===== config.mk =====
export PLATFORM = sky130hd
export DESIGN_NAME = bresenham_line_rasterizer
export DESIGN_NICKNAME = d
export VERILOG_FILES = /design/src/sv/blr_pkg.sv /design/src/sv/bresenham_line_rasterizer.sv
export SDC_FILE = /design/constraint.sdc
export NUM_CORES = 1
export LEC_CHECK = 0
export BUFFER_PORTS_ARGS = -buffer_cell sky130_fd_sc_hd__buf_2
export CORE_AREA = 2 2 204 206
export DETAILED_ROUTE_END_ITERATION = 12
export DIE_AREA = 0 0 206 208
export GPL_ROUTABILITY_DRIVEN = 0
export GPL_TIMING_DRIVEN = 1
export SLEW_MARGIN = 25
export SYNTH_ARGS = -nofsm -noshare
export SYNTH_HDL_FRONTEND = slang
export SYNTH_SLANG_ARGS = --single-unit

===== constraint.sdc =====
create_clock -name clk -period 7.58 [get_ports clk]
set_input_delay 2.274 -clock clk [delete_from_list [all_inputs] [get_ports clk]]
set_output_delay 2.274 -clock clk [all_outputs]
set_load 0.05 [all_outputs]

===== src/sv/blr_pkg.sv =====
// ---------------------------------------------------------------------------
// Bresenham line rasterizer package
// Widths, request and move codes, and small helpers shared by the block.
// ---------------------------------------------------------------------------
package blr_pkg;

    // Coordinate width and the widths that follow from it.
    localparam int COORD_BITS = 16;
    localparam int STEP_W     = COORD_BITS + 1;  // major axis length
    localparam int SINC_W     = COORD_BITS + 2;  // 2*minor
    localparam int ERR_W      = COORD_BITS + 3;  // error term and diagonal increment

    typedef logic [COORD_BITS-1:0] coord_t;

    // Request codes.
    localparam logic REQ_START = 1'b0;
    localparam logic REQ_STEP  = 1'b1;

    // Unit move per axis: bit 0 = axis moves, bit 1 = axis goes down.
    typedef logic [1:0] axis_move_t;
    localparam axis_move_t MV_NONE = 2'b00;
    localparam axis_move_t MV_UP   = 2'b01;
    localparam axis_move_t MV_DOWN = 2'b11;

    // Two-axis move: x in bits 1:0, y in bits 3:2.
    typedef logic [3:0] move_t;

    // Coordinate delta of one axis move.
    function automatic coord_t axis_delta(axis_move_t code);
        coord_t d;
        unique case (code)
            MV_UP:   d = coord_t'(1);
            MV_DOWN: d = '1;
            default: d = '0;
        endcase
        return d;
    endfunction

endpackage


===== src/sv/bresenham_line_rasterizer.sv =====
// ---------------------------------------------------------------------------
// Bresenham line rasterizer
// Integer line drawing for all eight octants: a start request loads two
// endpoints and emits the first pixel, each step request emits the next one.
// ---------------------------------------------------------------------------
//  Channel | Valid     | Stall     | Payload
//  --------+-----------+-----------+-------------------------------------------
//  request | req_valid | req_stall | req_type, x_start, y_start, x_end, y_end
//  pixel   | pix_valid | pix_stall | pixel_x, pixel_y, last
//
//  One request per clock is taken unless stalled; a pixel passes the request
//  and result registers. The loop that sets the rate is the error term update
//  (one add and a sign test). A step request with no active line is consumed
//  and gives no pixel. Reset clears the line state, so no line is active
//  after reset. A stalled pixel holds the result register; the request
//  register then fills and req_stall rises while both stay occupied.
// ---------------------------------------------------------------------------
module bresenham_line_rasterizer
    import blr_pkg::*;
(
    input  logic                          clk,
    input  logic                          rst_n,
    input  logic                          req_valid,
    output logic                          req_stall,
    input  logic                          req_type,
    input  logic signed [COORD_BITS-1:0]  x_start,
    input  logic signed [COORD_BITS-1:0]  y_start,
    input  logic signed [COORD_BITS-1:0]  x_end,
    input  logic signed [COORD_BITS-1:0]  y_end,
    output logic                          pix_valid,
    input  logic                          pix_stall,
    output logic signed [COORD_BITS-1:0]  pixel_x,
    output logic signed [COORD_BITS-1:0]  pixel_y,
    output logic                          last
);

    // Request register.
    logic         in_valid_reg;
    logic         in_type_reg;
    coord_t       in_x0_reg, in_y0_reg, in_x1_reg, in_y1_reg;

    // Line state.
    coord_t             cur_x_reg, cur_x_next;
    coord_t             cur_y_reg, cur_y_next;
    logic [ERR_W-1:0]   err_reg, err_next;
    logic [STEP_W-1:0]  steps_reg, steps_next;
    move_t              smove_reg, smove_next;
    move_t              dmove_reg, dmove_next;
    logic [SINC_W-1:0]  sinc_reg, sinc_next;
    logic [ERR_W-1:0]   dinc_reg, dinc_next;
    logic               active_reg, active_next;

    // Result register.
    logic         out_valid_reg, out_valid_next;
    coord_t       out_x_reg, out_y_reg;
    logic         out_last_reg;

    logic         advance;
    logic         req_accept;

    // Start request terms.
    logic [STEP_W-1:0]  dx, dy, ax, ay, major, minor;
    axis_move_t         xcode, ycode;

    // The result register may load when it is empty or being taken.
    assign advance    = !out_valid_reg || !pix_stall;
    assign req_stall  = in_valid_reg && !advance;
    assign req_accept = req_valid && !req_stall;

    // Endpoint differences, magnitudes and unit moves.
    always_comb
    begin
        dx    = {in_x1_reg[COORD_BITS-1], in_x1_reg} - {in_x0_reg[COORD_BITS-1], in_x0_reg};
        dy    = {in_y1_reg[COORD_BITS-1], in_y1_reg} - {in_y0_reg[COORD_BITS-1], in_y0_reg};
        ax    = dx[STEP_W-1] ? (~dx + STEP_W'(1)) : dx;
        ay    = dy[STEP_W-1] ? (~dy + STEP_W'(1)) : dy;
        xcode = dx[STEP_W-1] ? MV_DOWN : MV_UP;
        ycode = dy[STEP_W-1] ? MV_DOWN : MV_UP;
        if (ax >= ay)
        begin
            major = ax;
            minor = ay;
        end
        else
        begin
            major = ay;
            minor = ax;
        end
    end

    // Next line state and result.
    always_comb
    begin
        cur_x_next     = cur_x_reg;
        cur_y_next     = cur_y_reg;
        err_next       = err_reg;
        steps_next     = steps_reg;
        smove_next     = smove_reg;
        dmove_next     = dmove_reg;
        sinc_next      = sinc_reg;
        dinc_next      = dinc_reg;
        active_next    = active_reg;
        out_valid_next = 1'b0;
        if (in_valid_reg)
        begin
            if (in_type_reg == REQ_START)
            begin
                cur_x_next     = in_x0_reg;
                cur_y_next     = in_y0_reg;
                smove_next     = (ax >= ay) ? {MV_NONE, xcode} : {ycode, MV_NONE};
                dmove_next     = {ycode, xcode};
                sinc_next      = {minor, 1'b0};
                dinc_next      = {1'b0, minor, 1'b0} - {1'b0, major, 1'b0};
                err_next       = {1'b0, minor, 1'b0} - {2'b00, major};
                steps_next     = major;
                active_next    = (major != '0);
                out_valid_next = 1'b1;
            end
            else if (active_reg)
            begin
                if (err_reg[ERR_W-1])
                begin
                    cur_x_next = cur_x_reg + axis_delta(smove_reg[1:0]);
                    cur_y_next = cur_y_reg + axis_delta(smove_reg[3:2]);
                    err_next   = err_reg + {1'b0, sinc_reg};
                end
                else
                begin
                    cur_x_next = cur_x_reg + axis_delta(dmove_reg[1:0]);
                    cur_y_next = cur_y_reg + axis_delta(dmove_reg[3:2]);
                    err_next   = err_reg + dinc_reg;
                end
                steps_next     = steps_reg - STEP_W'(1);
                active_next    = (steps_reg != STEP_W'(1));
                out_valid_next = 1'b1;
            end
        end
    end

    // Control registers.
    always_ff @(posedge clk or negedge rst_n)
    begin
        if (!rst_n)
        begin
            in_valid_reg  <= 1'b0;
            out_valid_reg <= 1'b0;
            cur_x_reg     <= '0;
            cur_y_reg     <= '0;
            err_reg       <= '0;
            steps_reg     <= '0;
            smove_reg     <= '0;
            dmove_reg     <= '0;
            sinc_reg      <= '0;
            dinc_reg      <= '0;
            active_reg    <= 1'b0;
        end
        else
        begin
            if (req_accept)
                in_valid_reg <= 1'b1;
            else if (advance)
                in_valid_reg <= 1'b0;
            if (advance)
            begin
                out_valid_reg <= out_valid_next;
                cur_x_reg     <= cur_x_next;
                cur_y_reg     <= cur_y_next;
                err_reg       <= err_next;
                steps_reg     <= steps_next;
                smove_reg     <= smove_next;
                dmove_reg     <= dmove_next;
                sinc_reg      <= sinc_next;
                dinc_reg      <= dinc_next;
                active_reg    <= active_next;
            end
        end
    end

    // Payload registers.
    always_ff @(posedge clk)
    begin
        if (req_accept)
        begin
            in_type_reg <= req_type;
            in_x0_reg   <= x_start;
            in_y0_reg   <= y_start;
            in_x1_reg   <= x_end;
            in_y1_reg   <= y_end;
        end
        if (advance)
        begin
            out_x_reg    <= cur_x_next;
            out_y_reg    <= cur_y_next;
            out_last_reg <= !active_next;
        end
    end

    assign pix_valid = out_valid_reg;
    assign pixel_x   = out_x_reg;
    assign pixel_y   = out_y_reg;
    assign last      = out_last_reg;

endmodule


==> results of run 1 <==
-- metrics by stage --
stage                     utilization [%]  hold slack, ps
after floorplan                         -             440
after global placement               43.1             461
after detailed placement             43.1             465
after CTS                            45.5             481
after global routing                 46.0             499
final                                46.0             476
-- cell type report --
cell class	instances	area, sq um
clock buffers	30	687
clock inverters	18	214
fillers	3913	21900
inverters	99	372
multi-input cells	1416	9850
flip-flops and latches	210	5750
well taps	532	666
repair buffers	181	1120
-- tightest hold or removal path, delay by kind of cell, from the launching register on --
family	cells	cell delay [ps]
and+or+nand+nor	2	110
DFF	1	340
-- power breakdown --
group	internal [mW]	total [mW]	switching, mW
combinational	3.05	7.26	4.22
sequential	1.62	1.86	0.247
clock	0.789	1.32	0.534
total	5.45	10.4	5.00
-- repair_timing --
item	CTS	global route
buffers inserted	2	8
endpoints found under the setup margin	2	9
gates resized for setup	6	32
cloned	0	0
pin swaps	2	13
-- routing by layer --
layer | track usage (%) | vias up | wire length, microns
met1 | 31.9 | 6825 | 22500
met5 | 0 | - | 0
met4 | 4.70 | 0 | 931
met2 | 34.9 | 347 | 21800
li1 | - | 6930 | -
met3 | 2.60 | 52 | 2280
-- cells by family (layout without fill, tap and decap cells) --
kind of cell | count (synthesis) | after routing | synth area share [%]
buffers and inverters | 175 | 328 | 4.59
AO/OA/AOI/OAI | 561 | 561 | 23.6
XOR/XNOR | 97 | 97 | 5.36
flip-flops | 210 | 210 | 35.7
AND/OR/NAND/NOR | 582 | 582 | 17.3
multiplexers | 53 | 53 | 3.59
adder cells (fa/ha/maj) | 123 | 123 | 9.84
-- cell usage after synthesis, types with 16 or more instances --
master | number | area [sq um]
xnor2_1 | 51 | 447
dfrtp_1 | 112 | 2800
ha_1 | 117 | 1460
inv_1 | 96 | 360
o21ai_0 | 105 | 526
o21bai_1 | 17 | 128
a211oi_1 | 18 | 135
nand2_1 | 190 | 713
a21oi_1 | 154 | 771
mux2_2 | 38 | 428
nor2_1 | 145 | 544
xor2_1 | 45 | 394
a21o_1 | 42 | 315
o22ai_1 | 40 | 250
nand2b_1 | 23 | 144
nand4_1 | 18 | 113
and2_1 | 21 | 131
nand3_1 | 49 | 245
nor2b_1 | 17 | 106
o211ai_1 | 16 | 120
nor3_1 | 37 | 185
a31oi_1 | 21 | 131
or3_1 | 16 | 100
edfxtp_1 | 98 | 2940
clkbuf_1 | 50 | 188
-- how the worst min path moves through the flow --
stage,from,slack [ps],cells after the start,to
final,sinc_reg[13],480,2,sinc_reg[13]
after floorplan,sinc_reg[11],440,2,sinc_reg[11]
after global placement,dinc_reg[11],460,2,dinc_reg[11]
after global routing,dinc_reg[1],500,2,dinc_reg[1]
after detailed placement,dinc_reg[11],470,2,dinc_reg[11]
after CTS,dinc_reg[11],480,2,dinc_reg[11]
==> impl_metrics.csv, run 1 <==
group,metric,value,unit
cts,cts_max_level,1,
cts,cts_buffers,26,
setup_path,rrSetupSlack,270,ps
synth,ys_types,107,
synth,yosys_warnings,0,
setup_path,crit_cells,29,
floorplan,die_w,206,microns
drt,via_per_inst,5.69,
timing,drv_slew,0,
final_layout,final_area,18700,sq um
final_layout,instances_no_fill,2486,
timing,tns,0,ps
grt,grt-ovfl-total,0,
timing,fin_crit,7310,ps
setup_path,regToRegEndpoint,"err_reg[17]",
synth,syn_nets,1993,
synth,ys_ff_latch,210,
synth,ys.flop_type,"dfrtp_1",
setup_path,slowest_stage,"edfxtp_1",
final_layout,mostFrequentLayoutCell,"nand2_1",
timing,setup_violations,0,
grt,grt_pass1_wl,75100,microns
synth,ys_seq_area_share,35.7,%
grt,grt_max_degree,67,
synth,synth-edff-count,98,
synth,synth_area_per_cell,8.94,sq um
cts,clockRootBuffer,"clkbuf_16",
synth,synth_area,16100,sq um
timing,hold_viol,0,
pwr,peakVddDrop,296,uV
cts,clkSinkCount,210,
setup_path,cpMostUsedCell,"buf_4",
timing,max_slew_margin,40.5,%
setup_path,path_class,"register to register",
pwr,total_power,10.4,mW
grt,antenna_found_initial,0,
setup_path,r2r_cells,29,
setup_path,crit_path_start,"in_x0_reg[0]",
final_layout,drive_gt1_share,18.0,%
setup_path,critical_path.max_fanout,18,
cts,clockBufferDepth,3,
timing,timing.final.ws_setup,265,ps
synth,postSynthCellCount,1801,
floorplan,dieArea,42800,sq um
timing,fmax,0.137,GHz
pwr,power_leakage,8.06,nW
placed_design,dp_cells,2428,
worst_hold_path,hp-class,"register to register",
pwr,powerDensity,560,nW/um^2
drt,ant_nets,0,
cts,cts_hold_buf,0,
setup_path,worstPathArrival,7760,ps
placed_design,hpwl,35600,microns
final_layout,final_cell_mix,"nand2_1, a21oi_1, nor2_1",
floorplan,start_util,39.7,%
final_layout,nets,2126,
setup_path,cp_num_buf_inv,4,
setup_path,critPathTopFamily,"compound AO/OA/AOI/OAI gates",
drt,wl,47500,microns
floorplan,ios,104,
drt,vias,14154,
setup_path,critPathCapture,"err_reg[17]",
timing,worst-slew-pin-transition,881,ps
job,maxCapViolations,0,
setup_path,cp.required,8020,ps
floorplan,die_h,208,microns
grt,track_usage,21.9,%
placed_design,numPortBuffers,103,
drt,first_iter_violations,1092,
timing,period_share,96.5,%
synth,synthArstFlopShare,53.3,%
setup_path,reg2reg_from,"in_x0_reg[0]",
drt,drcViolationCount,0,
cts,clock_latency,560,ps
setup_path,cp-end-kind,"register",
cts,cts_tree,"done",
drt,drtPass1Iterations,4,
floorplan,core.rowCount,74,
setup_path,critPathLaunchType,"register",
final_layout,antennaDiodeCount,0,
placed_design,place_area,17500,sq um
timing,skew,9.10,ps
placed_design,dp_slack,-43.3,ps
grt,grt_pass1_vias,13502,
cts,clk_pin_slew,60,ps
run_status,status,"complete, no violations",
drt,wl_per_cell,19.1,microns
floorplan,core_area,40600,sq um
final_layout,syn_to_final_growth,15.9,%
setup_path,slowest_delay,410,ps
No activity file was read; power rests on OpenSTA's default activity.
==> inputs of run 2 (changes only) <==
--- a/config.mk
+++ b/config.mk
@@ -6,11 +6,12 @@
 export NUM_CORES = 1
 export LEC_CHECK = 0
 export BUFFER_PORTS_ARGS = -buffer_cell sky130_fd_sc_hd__buf_2
-export CORE_AREA = 2 2 204 206
+export CORE_AREA = 2 2 257 259
 export DETAILED_ROUTE_END_ITERATION = 12
-export DIE_AREA = 0 0 206 208
+export DIE_AREA = 0 0 259 261
 export GPL_ROUTABILITY_DRIVEN = 0
 export GPL_TIMING_DRIVEN = 1
+export PLACE_DENSITY = 0.4
 export SLEW_MARGIN = 25
 export SYNTH_ARGS = -nofsm -noshare
 export SYNTH_HDL_FRONTEND = slang
==> run 2 against run 1 <==
  * Worst hold slack better by 2.3 ps
  * Combinational power is 6.3% higher
  * Highest routed layer unchanged
  * Critical path depth is 3 higher
  * Maximum frequency is 0.82% higher
  * Clock power hardly changed
  * Sequential share of layout area is 1.6 points lower
  * Final cell count is 16% higher
  * Cell area is 5.4% higher
  * Wire length is 14% higher
  * Critical endpoint unchanged
==> impl_metrics.csv, run 2 (synthesized netlist as in run 1, its figures left out) <==
group,metric,value,unit
run_status,status,"complete, no violations",
final_layout,final_cell_mix,"nand2_1, nor2_1, a21oi_1",
final_layout,syn_to_final_growth,22.1,%
final_layout,instances_no_fill,2888,
timing,max_slew_margin,32.6,%
placed_design,place_area,18400,sq um
timing,worst-slew-pin-transition,1010,ps
timing,period_share,95.7,%
setup_path,critPathLaunchType,"register",
pwr,peakVddDrop,298,uV
cts,clk_pin_slew,60,ps
cts,cts_hold_buf,0,
cts,clock_latency,590,ps
floorplan,ios,104,
timing,fmax,0.138,GHz
drt,wl_per_cell,18.8,microns
setup_path,cpMostUsedCell,"buf_4",
drt,drtPass1Iterations,5,
placed_design,dp_cells,2820,
placed_design,hpwl,41400,microns
setup_path,path_class,"register to register",
placed_design,numPortBuffers,103,
final_layout,mostFrequentLayoutCell,"nand2_1",
cts,cts_max_level,1,
timing,drv_slew,0,
cts,clockBufferDepth,3,
drt,wl,54400,microns
floorplan,start_util,24.7,%
timing,hold_slack,478,ps
pwr,power_leakage,8.38,nW
floorplan,die_w,259,microns
grt,grt_pass1_vias,13981,
setup_path,cp-end-kind,"register",
setup_path,worstPathArrival,7720,ps
grt,grt_pass1_wl,83700,microns
final_layout,final_area,19700,sq um
setup_path,cp.required,8050,ps
drt,vias,14148,
drt,ant_nets,0,
cts,cts_tree,"done",
grt,track_usage,15.9,%
grt,antenna_found_initial,0,
job,maxCapViolations,0,
pwr,total_power,10.9,mW
cts,cts_buffers,28,
pwr,powerDensity,556,nW/um^2
drt,first_iter_violations,737,
setup_path,critical_path.max_fanout,23,
timing,fin_crit,7260,ps
floorplan,core_area,65000,sq um
floorplan,dieArea,67600,sq um
drt,drcViolationCount,0,
final_layout,fill_cells,6832,
final_layout,antennaDiodeCount,0,
floorplan,die_h,261,microns
grt,grt-ovfl-total,0,
cts,clkSinkCount,210,
worst_hold_path,hp-class,"register to register",
final_layout,fin_util,30.2,%
cts,clockRootBuffer,"clkbuf_16",
floorplan,core.rowCount,94,
timing,skew,16.9,ps
grt,grt_max_degree,71,
setup_path,slowest_delay,390,ps
final_layout,nets,2194,
final_layout,drive_gt1_share,21.4,%
timing,hold_viol,0,
setup_path,slowest_stage,"edfxtp_1",
drt,via_per_inst,4.90,
timing,setup_violations,0,
==> run 2: changes by cell type in the layout (fill, tap and decap cells not counted), sizes merged <==
| cell | previous run | this run |
|---|---|---|
| clkinv | 10 | 11 |
| clkinvlp | 4 | 5 |
| clkbuf | 30 | 33 |
| buf | 181 | 247 |
| inv | 99 | 100 |
| bufinv | 4 | 2 |
==> run 2: worst paths after layout <==
kind,endpoint,slack [ps],start,cells after the start
max,err_reg[17],320,in_x0_reg[0],32
min,sinc_reg[3],480,sinc_reg[3],2
max reg2reg,err_reg[17],320,in_x0_reg[0],32
min reg2reg,sinc_reg[3],480,sinc_reg[3],2
max in group asynchronous,dinc_reg[11],4700,rst_n,2
min in group asynchronous,in_valid_reg,1720,rst_n,1
==> run 2: per-layer routing <==
metal | up-vias | part of all wire, % | GRT usage (%)
li1 | 7062 | - | -
met1 | 6775 | 48 | 21.8
met4 | 0 | 2.5 | 4.38
met5 | - | 0 | 0
met2 | 260 | 46 | 26.3
met3 | 51 | 3.4 | 1.80
==> run 2: metrics by stage <==
step                      TNS (ps)  setup slack, ps
final                            0              324
after CTS                        0             30.5
after detailed placement         0             54.9
after global routing         -51.7            -51.7
after global placement           0              199
after floorplan                  0             38.6
==> run 2: what timing repair did <==
action                     CTS  global route
resized for setup            0            58
buffers inserted             0            16
setup endpoints to repair    0             9
==> run 2: where the power goes <==
part / switching (mW) / internal (mW) / total, mW / leakage [nW]
clock network: 0.575 / 0.763 / 1.34 / 0.437
logic: 4.39 / 3.33 / 7.72 / 5.66
registers: 0.252 / 1.62 / 1.87 / 2.29
total: 5.21 / 5.71 / 10.9 / 8.38
==> run 2: area by class of cell <==
class / instances / area (sq um) / share of cell area, %
clock inverters: 19 / 191 / 0.974
clock buffers: 33 / 729 / 3.71
multi-input cells: 1416 / 9930 / 50.5
repair buffers: 247 / 1620 / 8.22
flip-flops and latches: 210 / 5750 / 29.2
inverters: 99 / 372 / 1.89
well taps: 864 / 1080 / 5.50
==> run 2: critical path, delay by kind of cell (launching register included) <==
kind | cells | cell delay (ps)
xor gates and xnor gates | 2 | 390
adders and majority gates | 4 | 1220
DFF | 1 | 390
AOI/OAI and AO/OA | 15 | 3310
buffers and inverters | 5 | 690
and+or+nand+nor | 6 | 1110
